[src/pba_pkg.sv]
// Shared types, codes and constants of the page bitmap allocator.
package pba_pkg;

  localparam int NUM_REGIONS_DEF      = 4;
  localparam int PAGE_NUMBER_BITS_DEF = 16;
  localparam int MAP_WORD_BITS_DEF    = 64;

  // pages examined per cycle by the map scanner
  localparam int SCAN_LANES = 8;

  localparam int APB_ADDR_W = 6;
  localparam int APB_DATA_W = 64;
  localparam int REG_IDX_W  = 3;

  localparam logic [REG_IDX_W-1:0] REG_REGION_0    = 3'd0;
  localparam logic [REG_IDX_W-1:0] REG_KERNEL_FIRST = 3'd4;
  localparam logic [REG_IDX_W-1:0] REG_KERNEL_LAST  = 3'd5;

  localparam logic [2:0]  KIND_FAULTY = 3'd4;
  localparam logic [16:0] USED_MAX    = 17'h10000;

  localparam logic [1:0] ST_OK       = 2'd0;
  localparam logic [1:0] ST_NOREGION = 2'd1;
  localparam logic [1:0] ST_OCCUPIED = 2'd2;
  localparam logic [1:0] ST_PASTEND  = 2'd3;

  typedef enum logic [1:0] {
    OP_ALLOC   = 2'd0,
    OP_RESERVE = 2'd1,
    OP_FREE    = 2'd2,
    OP_COUNT   = 2'd3
  } op_t;

  typedef struct packed {
    logic [1:0]  action;
    logic [15:0] page_addr;
    logic [16:0] page_count;
    logic [2:0]  region_kind;
  } req_t;

  typedef struct packed {
    logic [1:0]  status;
    logic [15:0] result_page;
    logic [16:0] used_pages;
  } rsp_t;

  // region descriptor, same bit layout as the register
  typedef struct packed {
    logic [2:0]  kind;
    logic [16:0] count;
    logic [15:0] first;
  } region_t;

  // decoded request as queued between front and back
  typedef struct packed {
    op_t         op;
    logic        zero_n;
    logic [15:0] addr;
    logic [16:0] count;
    logic [2:0]  kind;
  } cmd_t;

  // register write strobe, with the first page of the written value
  typedef struct packed {
    logic                 valid;
    logic [REG_IDX_W-1:0] index;
    logic [15:0]          first;
  } cfg_wr_t;

endpackage

[src/pba_front.sv]
// Front end: accepts request beats, decodes them and queues them for the back end.
module pba_front (
  input  logic          clk,
  input  logic          rst,
  input  logic          req_valid,
  output logic          req_stall,
  input  pba_pkg::req_t req,
  output logic          head_valid,
  output pba_pkg::cmd_t head,
  input  logic          pop
);

  pba_pkg::cmd_t slot [2];
  logic          wr_ptr;
  logic          rd_ptr;
  logic [1:0]    cnt;
  logic          push;
  pba_pkg::cmd_t dec;

  always_comb begin
    dec.op     = pba_pkg::op_t'(req.action);
    dec.zero_n = (req.page_count == 17'd0);
    dec.addr   = req.page_addr;
    dec.count  = req.page_count;
    dec.kind   = req.region_kind;
  end

  assign req_stall  = (cnt == 2'd2);
  assign push       = req_valid && !req_stall;
  assign head_valid = (cnt != 2'd0);
  assign head       = slot[rd_ptr];

  always_ff @(posedge clk) begin
    if (rst) begin
      wr_ptr <= 1'b0;
      rd_ptr <= 1'b0;
      cnt    <= 2'd0;
    end else begin
      if (push) begin
        wr_ptr <= !wr_ptr;
      end
      if (pop) begin
        rd_ptr <= !rd_ptr;
      end
      cnt <= cnt + {1'b0, push} - {1'b0, pop};
    end
  end

  always_ff @(posedge clk) begin
    if (push) begin
      slot[wr_ptr] <= dec;
    end
  end

`ifndef SYNTHESIS
  a_fill: assert property (@(posedge clk) disable iff (rst)
    (push && !pop && cnt == 2'd1) |=> cnt == 2'd2)
    else $error("queue count did not reach full");
  a_pop_nonempty: assert property (@(posedge clk) disable iff (rst)
    pop |-> cnt != 2'd0)
    else $error("pop from empty queue");
  a_drain: assert property (@(posedge clk) disable iff (rst)
    (pop && !push) |=> cnt == $past(cnt) - 2'd1)
    else $error("queue count did not drop on pop");
`endif

endmodule

[config.mk]
export PLATFORM = sky130hd
export DESIGN_NAME = pba_front
export DESIGN_NICKNAME = d
export VERILOG_FILES = /design/src/pba_pkg.sv /design/src/pba_front.sv
export SDC_FILE = /design/constraint.sdc
export NUM_CORES = 1
export LEC_CHECK = 0
export BUFFER_PORTS_ARGS = -buffer_cell sky130_fd_sc_hd__buf_2
export CAP_MARGIN = 20
export CELL_PAD_IN_SITES_DETAIL_PLACEMENT = 1
export CELL_PAD_IN_SITES_GLOBAL_PLACEMENT = 2
export CORE_ASPECT_RATIO = 0.7
export CORE_MARGIN = 2
export CORE_UTILIZATION = 40
export DETAILED_ROUTE_END_ITERATION = 10
export PLACE_DENSITY = 0.84
export SLEW_MARGIN = 20
export SYNTH_ARGS = -nofsm -noshare
export SYNTH_HDL_FRONTEND = slang
export SYNTH_SLANG_ARGS = --single-unit
export TNS_END_PERCENT = 50
[constraint.sdc]
create_clock -name clk -period 6.15 [get_ports clk]
set_clock_uncertainty 0.2 [all_clocks]
set_input_delay 0.615 -clock clk [delete_from_list [all_inputs] [get_ports clk]]
set_output_delay 0.615 -clock clk [all_outputs]
set_load 0.005 [all_outputs]
==> impl_metrics.xml, run 1 <==
<?xml version="1.0" encoding="UTF-8"?>
<metrics>
  <group name="outcome">
    <metric name="status" unit="">finished, final reports clean</metric>
  </group>
  <group name="power">
    <metric name="relative_contribution_of_combinational_cells_to_total_power" unit="">0.152</metric>
    <metric name="peak_vdd_ir" unit="uV">142</metric>
    <metric name="fraction_of_power_spent_switching_nets" unit="">0.239</metric>
    <metric name="cellInternalPower" unit="uW">1040</metric>
    <metric name="static_leakage_power" unit="uW">0.00147</metric>
    <metric name="clkPwrFrac" unit="">0.305</metric>
    <metric name="power.net_switching" unit="uW">326</metric>
    <metric name="sequential_group_share_of_total_power" unit="">0.542</metric>
    <metric name="pwr_density_cell" unit="nW/um2">354</metric>
  </group>
  <group name="synthesis">
    <metric name="post_synth_xor_area_fraction" unit="">0.00842</metric>
    <metric name="ys_seq_elements" unit="">83</metric>
    <metric name="synth_adder_area_share" unit="">0.00802</metric>
    <metric name="syn-num-nets" unit="">196</metric>
    <metric name="post_synthesis_compound_gate_area_fraction" unit="">0.00441</metric>
    <metric name="yosys_warn_count" unit="">0</metric>
    <metric name="synth.cell_area" unit="um2">3120</metric>
    <metric name="synth-simple-area-share" unit="">0.0285</metric>
    <metric name="seq_area_frac_synth" unit="">0.783</metric>
    <metric name="post_synth_inst_count" unit="">152</metric>
    <metric name="yosys.cell_types.count" unit="">23</metric>
    <metric name="main_combinational_cell_family_by_area_after_synthesis" unit="">multiplexers</metric>
    <metric name="yosys-mux-area-fraction" unit="">0.153</metric>
    <metric name="synth.avg_cell_area" unit="um2">20.5</metric>
  </group>
  <group name="sta">
    <metric name="timing.final.crit_period" unit="ns">2.44</metric>
    <metric name="slew_violations" unit="">0</metric>
    <metric name="setup_violations" unit="">0</metric>
    <metric name="grt_setup_unrepaired" unit="">false</metric>
    <metric name="setup_tns" unit="ns">0</metric>
    <metric name="worst_pin_slew" unit="ns">0.958</metric>
    <metric name="slew_headroom" unit="">0.361</metric>
    <metric name="post-route-period-util" unit="">0.397</metric>
    <metric name="hold_violations" unit="">0</metric>
    <metric name="timing.fmax" unit="MHz">410</metric>
  </group>
  <group name="route">
    <metric name="routedWlPerCell" unit="um">17.0</metric>
    <metric name="residual_drc_count" unit="">0</metric>
    <metric name="routed_wl" unit="um">5850</metric>
    <metric name="detail_route.first_pass.iterations" unit="">4</metric>
    <metric name="via_count" unit="">1644</metric>
    <metric name="detail_route.iter0.violations" unit="">95</metric>
    <metric name="vias_per_cell" unit="">4.77</metric>
    <metric name="ant_nets" unit="">0</metric>
  </group>
  <group name="setup_path">
    <metric name="critical_path.slowest_cell" unit="">sky130_fd_sc_hd__dfxtp_4</metric>
    <metric name="kind_of_end_point_of_the_critical_path" unit="">output pin</metric>
    <metric name="setup.worst_path.start_class" unit="">register</metric>
    <metric name="crit_path_max_fanout" unit="">39</metric>
    <metric name="cp_data_required_time" unit="ns">5.33</metric>
    <metric name="cp_cell_sequence" unit="">mux2_1, buf_2</metric>
    <metric name="timing_worst_setup_path_type" unit="">reg -&gt; out</metric>
    <metric name="cp_slowest_stage_delay" unit="ns">0.76</metric>
    <metric name="critical_path_arrival" unit="ns">1.62</metric>
  </group>
  <group name="floorplanning">
    <metric name="die_h" unit="um">77.9</metric>
    <metric name="placeableCoreArea" unit="um2">7420</metric>
    <metric name="initial_utilization" unit="">0.421</metric>
    <metric name="die-width" unit="um">110</metric>
    <metric name="floorplan.rows" unit="">26</metric>
    <metric name="design.die.area" unit="um2">8540</metric>
    <metric name="io-pin-count" unit="">83</metric>
  </group>
  <group name="clocking">
    <metric name="numCtsBuffers" unit="">9</metric>
    <metric name="cts_root_buf" unit="">sky130_fd_sc_hd__clkbuf_8</metric>
    <metric name="tritoncts_clock_tree" unit="">yes</metric>
    <metric name="cts_setup_buffers" unit="">0</metric>
    <metric name="worst_skew_pair.late_latency" unit="ns">0.34</metric>
    <metric name="cts_hold_buf" unit="">0</metric>
    <metric name="cts.clk_slew.worst_paths" unit="ns">0.08</metric>
    <metric name="clockBufferDepth" unit="">2</metric>
    <metric name="cts.htree.levels" unit="">3</metric>
    <metric name="cts_resized" unit="">0</metric>
    <metric name="numClockSinks" unit="">83</metric>
  </group>
  <group name="layout">
    <metric name="final_layout_size_suffix_gt1_frac" unit="">0.457</metric>
    <metric name="layout.cells.most_common" unit="">sky130_fd_sc_hd__buf_2</metric>
    <metric name="diodes" unit="">0</metric>
    <metric name="fin_util" unit="">0.519</metric>
    <metric name="num-fill-cells" unit="">706</metric>
    <metric name="nets" unit="">286</metric>
    <metric name="final_cell_mix" unit="">sky130_fd_sc_hd__buf_2 (82), sky130_fd_sc_hd__edfxtp_1 (78), sky130_fd_sc_hd__mux2_1 (29)</metric>
    <metric name="syn_to_final_growth" unit="%">23.4</metric>
  </group>
  <group name="grt">
    <metric name="grt_start_max_net_pins" unit="">40</metric>
    <metric name="grtUsageTotal" unit="">0.142</metric>
    <metric name="grt_overflow" unit="">0</metric>
    <metric name="grt_first_pass_wirelength" unit="um">8780</metric>
    <metric name="first_global_vias" unit="">1715</metric>
    <metric name="grt_antenna_before_repair" unit="">1</metric>
  </group>
  <group name="placement">
    <metric name="placer_congestion" unit="">0.711</metric>
    <metric name="post-dp-hpwl" unit="um">3890</metric>
    <metric name="numPortBuffers" unit="">82</metric>
  </group>
  <group name="run">
    <metric name="maxCapViolations" unit="">0</metric>
  </group>
  <group name="min_path">
    <metric name="hold_path.class" unit="">in -&gt; reg</metric>
  </group>
</metrics>
[power by group through the flow]
stage | Clock [uW] | Combinational (uW) | Sequential [uW]
after floorplan | 0 | 126 | 734
after global placement | 0 | 208 | 747
after detailed placement | 0 | 212 | 752
after CTS | 429 | 213 | 740
after global routing | 448 | 233 | 746
final | 416 | 207 | 739
[cells by family after synthesis]
group                      Yosys count
adders and majority gates            2
buffers and inverters                8
muxes                               39
and+or+nand+nor                     15
AOI/OAI and AO/OA                    2
xor gates and xnor gates             3
DFF                                 83
[flip-flops by register name (all words and copies together) (netlist names), named ones only]
name and flops:
cnt 2, rd_ptr 1, slot 78, wr_ptr 1
[synth_stat cells, drive strengths merged]
master	instances	area, um2
nand2	1	3.75
nand4	1	6.26
edfxtp	78	2340
nor4	4	25.0
o21ai	1	5.00
xor2	1	8.76
inv	3	11.3
buf	4	32.5
nor2b	1	6.26
or3	1	11.3
nand2b	1	8.76
clkinv	1	3.75
dfxtp	5	100
xnor2	2	17.5
nor2	4	15.0
or2	1	6.26
mux2	39	477
and3	1	6.26
ha	2	25.0
a21oi	1	8.76
[worst max-delay path, delay by kind of cell, from the launching register on]
kind                   cells  cell delay [ns]
muxes                      1             0.39
DFF                        1             0.76
buffers and inverters      1             0.13
[worst paths after layout]
| check | startpoint | end | slack [ns] | cells after the start |
|---|---|---|---|---|
| max reg2reg | cnt[0]$_SDFF_PP0_ | slot[0][0]$_DFFE_PP_ | 4.16 | 5 |
| min reg2reg | wr_ptr$_SDFFE_PP0P_ | wr_ptr$_SDFFE_PP0P_ | 0.33 | 2 |
| min | req[21] | slot[1][21]$_DFFE_PP_ | 0.26 | 1 |
| max | register | head[3] | 3.71 | 2 |
[layout make-up]
type | count | area (um2) | area share
timing repair buffer | 83 | 418 | 0.109
multi-input combinational | 61 | 632 | 0.164
clock buffer | 9 | 124 | 0.0322
clock inverter | 7 | 92.6 | 0.0240
tap | 98 | 123 | 0.0318
sequential | 83 | 2450 | 0.635
inverter | 4 | 15.0 | 0.00390
[per-stage QoR]
stage / power (uW) / hold slack, ns / worst slack, ns / instances / instance area (um2)
finish: 1360 / 0.263 / 3.71 / 345 / 3850
global route: 1430 / 0.238 / 3.60 / 345 / 3850
CTS: 1380 / 0.241 / 3.32 / 345 / 3850
detailed placement: 965 / 0.328 / 3.71 / 329 / 3630
global placement: 955 / 0.293 / 3.75 / 329 / 3630
floorplan: 860 / 0.280 / 3.74 / 152 / 3120
[per-layer routing]
metal  part of all wire  vias to the layer above  track usage
met5                  0                        -            0
met1               0.44                      808        0.182
met3              0.085                        4       0.0588
li1                   -                      770            -
met2               0.46                       62        0.222
met4             0.0065                        0       0.0380
No activity file was read; power rests on OpenSTA's default activity.
==> run 2: changes to the inputs <==
--- a/config.mk
+++ b/config.mk
@@ -5,15 +5,16 @@
 export SDC_FILE = /design/constraint.sdc
 export NUM_CORES = 1
 export LEC_CHECK = 0
+export ABC_AREA = 1
 export BUFFER_PORTS_ARGS = -buffer_cell sky130_fd_sc_hd__buf_2
 export CAP_MARGIN = 20
 export CELL_PAD_IN_SITES_DETAIL_PLACEMENT = 1
 export CELL_PAD_IN_SITES_GLOBAL_PLACEMENT = 2
 export CORE_ASPECT_RATIO = 0.7
 export CORE_MARGIN = 2
-export CORE_UTILIZATION = 40
+export CORE_UTILIZATION = 37
 export DETAILED_ROUTE_END_ITERATION = 10
-export PLACE_DENSITY = 0.84
+export PLACE_DENSITY = 0.8
 export SLEW_MARGIN = 20
 export SYNTH_ARGS = -nofsm -noshare
 export SYNTH_HDL_FRONTEND = slang
==> constraint.sdc (replaced) <==
create_clock -name clk -period 2.4 [get_ports clk]
set_clock_uncertainty 0.2 [all_clocks]
set_input_delay 0.24 -clock clk [delete_from_list [all_inputs] [get_ports clk]]
set_output_delay 0.24 -clock clk [all_outputs]
set_load 0.005 [all_outputs]
==> run 2 against run 1 <==
Critical path depth increased by 1; clock-buffer cell count unchanged; final cell count increased by 20%; hold slack got worse by 0.26 ns; highest routed layer unchanged; via count increased by 13%; worst setup slack got worse by 3.3 ns; first-iteration DRC count decreased by 23%; non-clock buffer count increased by 44; global-route usage increased by 1.2 points; synthesized cell count increased by 13%; register-to-register slack got worse by 3.5 ns.
==> impl_metrics.xml, run 2 <==
<?xml version="1.0" encoding="UTF-8"?>
<metrics>
  <group name="synthesis">
    <metric name="yosys.cell_types.count" unit="">15</metric>
    <metric name="synth.avg_cell_area" unit="um2">18.5</metric>
    <metric name="synth_adder_area_share" unit="">0.00792</metric>
    <metric name="seq_area_frac_synth" unit="">0.773</metric>
    <metric name="async_reset_ff_frac" unit="">0</metric>
    <metric name="post_synth_xor_area_fraction" unit="">0.00277</metric>
    <metric name="post-synth-top-count-cell" unit="">sky130_fd_sc_hd__edfxtp_1</metric>
    <metric name="netlist.top_cell.by_area" unit="">sky130_fd_sc_hd__edfxtp_1</metric>
    <metric name="ys_seq_elements" unit="">83</metric>
    <metric name="yosys-mux-area-fraction" unit="">0.151</metric>
    <metric name="synth_top_area_frac" unit="">0.741</metric>
    <metric name="main_combinational_cell_family_by_area_after_synthesis" unit="">multiplexers</metric>
    <metric name="ys_top_cells_by_count" unit="">sky130_fd_sc_hd__edfxtp_1 (78), sky130_fd_sc_hd__mux2_2 (29), sky130_fd_sc_hd__nor2_1 (16), sky130_fd_sc_hd__nand2_1 (12), sky130_fd_sc_hd__mux2_4 (10)</metric>
    <metric name="post_synthesis_compound_gate_area_fraction" unit="">0.00317</metric>
    <metric name="synth-simple-area-share" unit="">0.0384</metric>
    <metric name="syn-num-nets" unit="">215</metric>
    <metric name="synth_edf_count" unit="">78</metric>
    <metric name="synth.cell_area" unit="um2">3160</metric>
    <metric name="synth.top_cells.by_area" unit="">sky130_fd_sc_hd__edfxtp_1 (74%), sky130_fd_sc_hd__mux2_2 (10%), sky130_fd_sc_hd__mux2_4 (4.8%)</metric>
    <metric name="yosys_warn_count" unit="">0</metric>
    <metric name="post_synth_inst_count" unit="">171</metric>
    <metric name="ys.flop_type" unit="">sky130_fd_sc_hd__edfxtp_1</metric>
  </group>
  <group name="layout">
    <metric name="largest_reg_flops" unit="">78</metric>
    <metric name="final_cell_mix" unit="">sky130_fd_sc_hd__buf_2 (82), sky130_fd_sc_hd__edfxtp_1 (78), sky130_fd_sc_hd__dlygate4sd3_1 (40)</metric>
    <metric name="layout.cells.most_common" unit="">sky130_fd_sc_hd__buf_2</metric>
    <metric name="fin_util" unit="">0.527</metric>
    <metric name="diodes" unit="">0</metric>
    <metric name="largest_register" unit="">slot</metric>
    <metric name="nets" unit="">349</metric>
    <metric name="top_regs" unit="">slot (78), cnt (2)</metric>
    <metric name="final_layout_size_suffix_gt1_frac" unit="">0.465</metric>
    <metric name="num-fill-cells" unit="">829</metric>
    <metric name="syn_to_final_growth" unit="%">39.7</metric>
  </group>
  <group name="route">
    <metric name="detail_route.iter0.violations" unit="">73</metric>
    <metric name="routed_wl" unit="um">6500</metric>
    <metric name="vias_per_cell" unit="">4.48</metric>
    <metric name="via_count" unit="">1858</metric>
    <metric name="ant_nets" unit="">0</metric>
    <metric name="residual_drc_count" unit="">0</metric>
    <metric name="detail_route.first_pass.iterations" unit="">4</metric>
    <metric name="routedWlPerCell" unit="um">15.7</metric>
  </group>
  <group name="sta">
    <metric name="setup_violations" unit="">0</metric>
    <metric name="post-route-period-util" unit="">0.847</metric>
    <metric name="slew_headroom" unit="">0.696</metric>
    <metric name="slew_violations" unit="">0</metric>
    <metric name="hold_violations" unit="">0</metric>
    <metric name="setup_slack" unit="ns">0.367</metric>
    <metric name="timing.fmax" unit="MHz">492</metric>
    <metric name="timing.final.crit_period" unit="ns">2.03</metric>
    <metric name="worst_pin_slew" unit="ns">0.455</metric>
    <metric name="setup_tns" unit="ns">0</metric>
    <metric name="hold-worst-slack" unit="ns">0.00695</metric>
    <metric name="grt_setup_unrepaired" unit="">false</metric>
  </group>
  <group name="min_path">
    <metric name="holdPathStages" unit="">3</metric>
    <metric name="hold_path.class" unit="">in -&gt; reg</metric>
  </group>
  <group name="grt">
    <metric name="gr-usage-met2" unit="">0.259</metric>
    <metric name="grt.busiest_layer" unit="">met2</metric>
    <metric name="grt_first_pass_wirelength" unit="um">10500</metric>
    <metric name="grtUsageTotal" unit="">0.153</metric>
    <metric name="first_global_vias" unit="">2107</metric>
    <metric name="grt_antenna_before_repair" unit="">0</metric>
    <metric name="grt_overflow" unit="">0</metric>
    <metric name="globalRouteMet3Util" unit="">0.0657</metric>
    <metric name="global_route.usage.met1" unit="">0.185</metric>
    <metric name="grt_start_max_net_pins" unit="">22</metric>
  </group>
  <group name="power">
    <metric name="pwr_density_cell" unit="nW/um2">792</metric>
    <metric name="peak_vdd_ir" unit="uV">407</metric>
    <metric name="static_leakage_power" unit="uW">0.00173</metric>
  </group>
  <group name="placement">
    <metric name="post-dp-hpwl" unit="um">4240</metric>
    <metric name="place_worst_setup_slack" unit="ns">0.627</metric>
    <metric name="placer_congestion" unit="">0.705</metric>
    <metric name="numPortBuffers" unit="">82</metric>
  </group>
  <group name="floorplanning">
    <metric name="die-width" unit="um">114</metric>
    <metric name="floorplan.rows" unit="">28</metric>
    <metric name="design.die.area" unit="um2">9310</metric>
    <metric name="placeableCoreArea" unit="um2">8370</metric>
    <metric name="die_h" unit="um">81.3</metric>
    <metric name="initial_utilization" unit="">0.377</metric>
    <metric name="io-pin-count" unit="">83</metric>
  </group>
  <group name="setup_path">
    <metric name="timing_worst_setup_path_type" unit="">reg -&gt; out</metric>
    <metric name="kind_of_end_point_of_the_critical_path" unit="">output pin</metric>
    <metric name="crit_path_max_fanout" unit="">12</metric>
    <metric name="cp_data_required_time" unit="ns">1.96</metric>
    <metric name="critical_path_arrival" unit="ns">1.59</metric>
    <metric name="worst-r2r-cell-count" unit="">10</metric>
    <metric name="setup.worst_path.start_class" unit="">register</metric>
  </group>
  <group name="clocking">
    <metric name="numClockSinks" unit="">83</metric>
    <metric name="cts_resized" unit="">0</metric>
    <metric name="clockBufferDepth" unit="">2</metric>
    <metric name="worst_skew_pair.late_latency" unit="ns">0.33</metric>
    <metric name="cts.htree.levels" unit="">3</metric>
    <metric name="numCtsBuffers" unit="">9</metric>
    <metric name="tritoncts_clock_tree" unit="">yes</metric>
    <metric name="cts.clk_slew.worst_paths" unit="ns">0.06</metric>
    <metric name="cts_root_buf" unit="">sky130_fd_sc_hd__clkbuf_16</metric>
  </group>
  <group name="run">
    <metric name="maxCapViolations" unit="">0</metric>
  </group>
  <group name="outcome">
    <metric name="status" unit="">finished, final reports clean</metric>
  </group>
</metrics>
-- run 2: layout make-up --
class,instances,area [um2],share of cell area
flip-flops and latches,83,2440,0.554
clock inverters,7,45.0,0.0102
multi-input cells,75,649,0.147
repair buffers,127,886,0.201
inverters,9,33.8,0.00765
well taps,105,131,0.0298
clock buffers,9,225,0.0510
-- run 2: path summary, 6_finish.rpt --
kind                         endpoint                start  slack (ns)
setup reg to reg    cnt[1]$_SDFF_PP0_    cnt[0]$_SDFF_PP0_        0.63
hold reg to reg   rd_ptr$_SDFFE_PP0P_  rd_ptr$_SDFFE_PP0P_        0.31
hold / removal    rd_ptr$_SDFFE_PP0P_                  pop       0.007
setup / recovery             head[19]             register        0.37
-- run 2: logic make-up (layout without fill, tap and decap cells) --
| kind of cell | count (synthesis) | count (layout) |
|---|---|---|
| adder cells (fa/ha/maj) | 2 | 2 |
| AO/OA/AOI/OAI | 2 | 2 |
| XOR/XNOR | 1 | 1 |
| multiplexers | 39 | 39 |
| AND/OR/NAND/NOR | 31 | 31 |
| buffers and inverters | 13 | 152 |
| flip-flops | 83 | 83 |
-- run 2: metrics by stage --
step,instances,cell area (um2),total power [uW]
4_1_cts,415,4410,3550
5_1_grt,415,4410,3660
2_1_floorplan,171,3160,2040
3_5_place_dp,359,3740,2260
3_3_place_gp,359,3740,2240
6_report,415,4410,3500
-- run 2: worst max-delay path: stages (launching register included) --
cell and delay, ns:
sky130_fd_sc_hd__dfxtp_2 0.50, sky130_fd_sc_hd__buf_4 0.28, sky130_fd_sc_hd__mux2_2 0.36, sky130_fd_sc_hd__buf_2 0.13
-- run 2: timing repair --
| item | CTS | global route |
|---|---|---|
| hold buffers | 40 | 0 |
| endpoints found under the hold margin | 80 | 0 |
| setup endpoints to repair | 0 | 0 |
| setup buffers | 0 | 0 |
-- run 2: where the power goes --
part	leakage, uW	switching, uW	internal (uW)
clock	0.000126	532	694
combinational	0.000835	231	272
sequential	0.000768	39.8	1730
-- run 2: layer usage --
metal | part of all wire | vias up
li1 | - | 909
met1 | 0.44 | 881
met2 | 0.48 | 64
met3 | 0.073 | 4
met4 | 0.0055 | 0
met5 | 0 | -
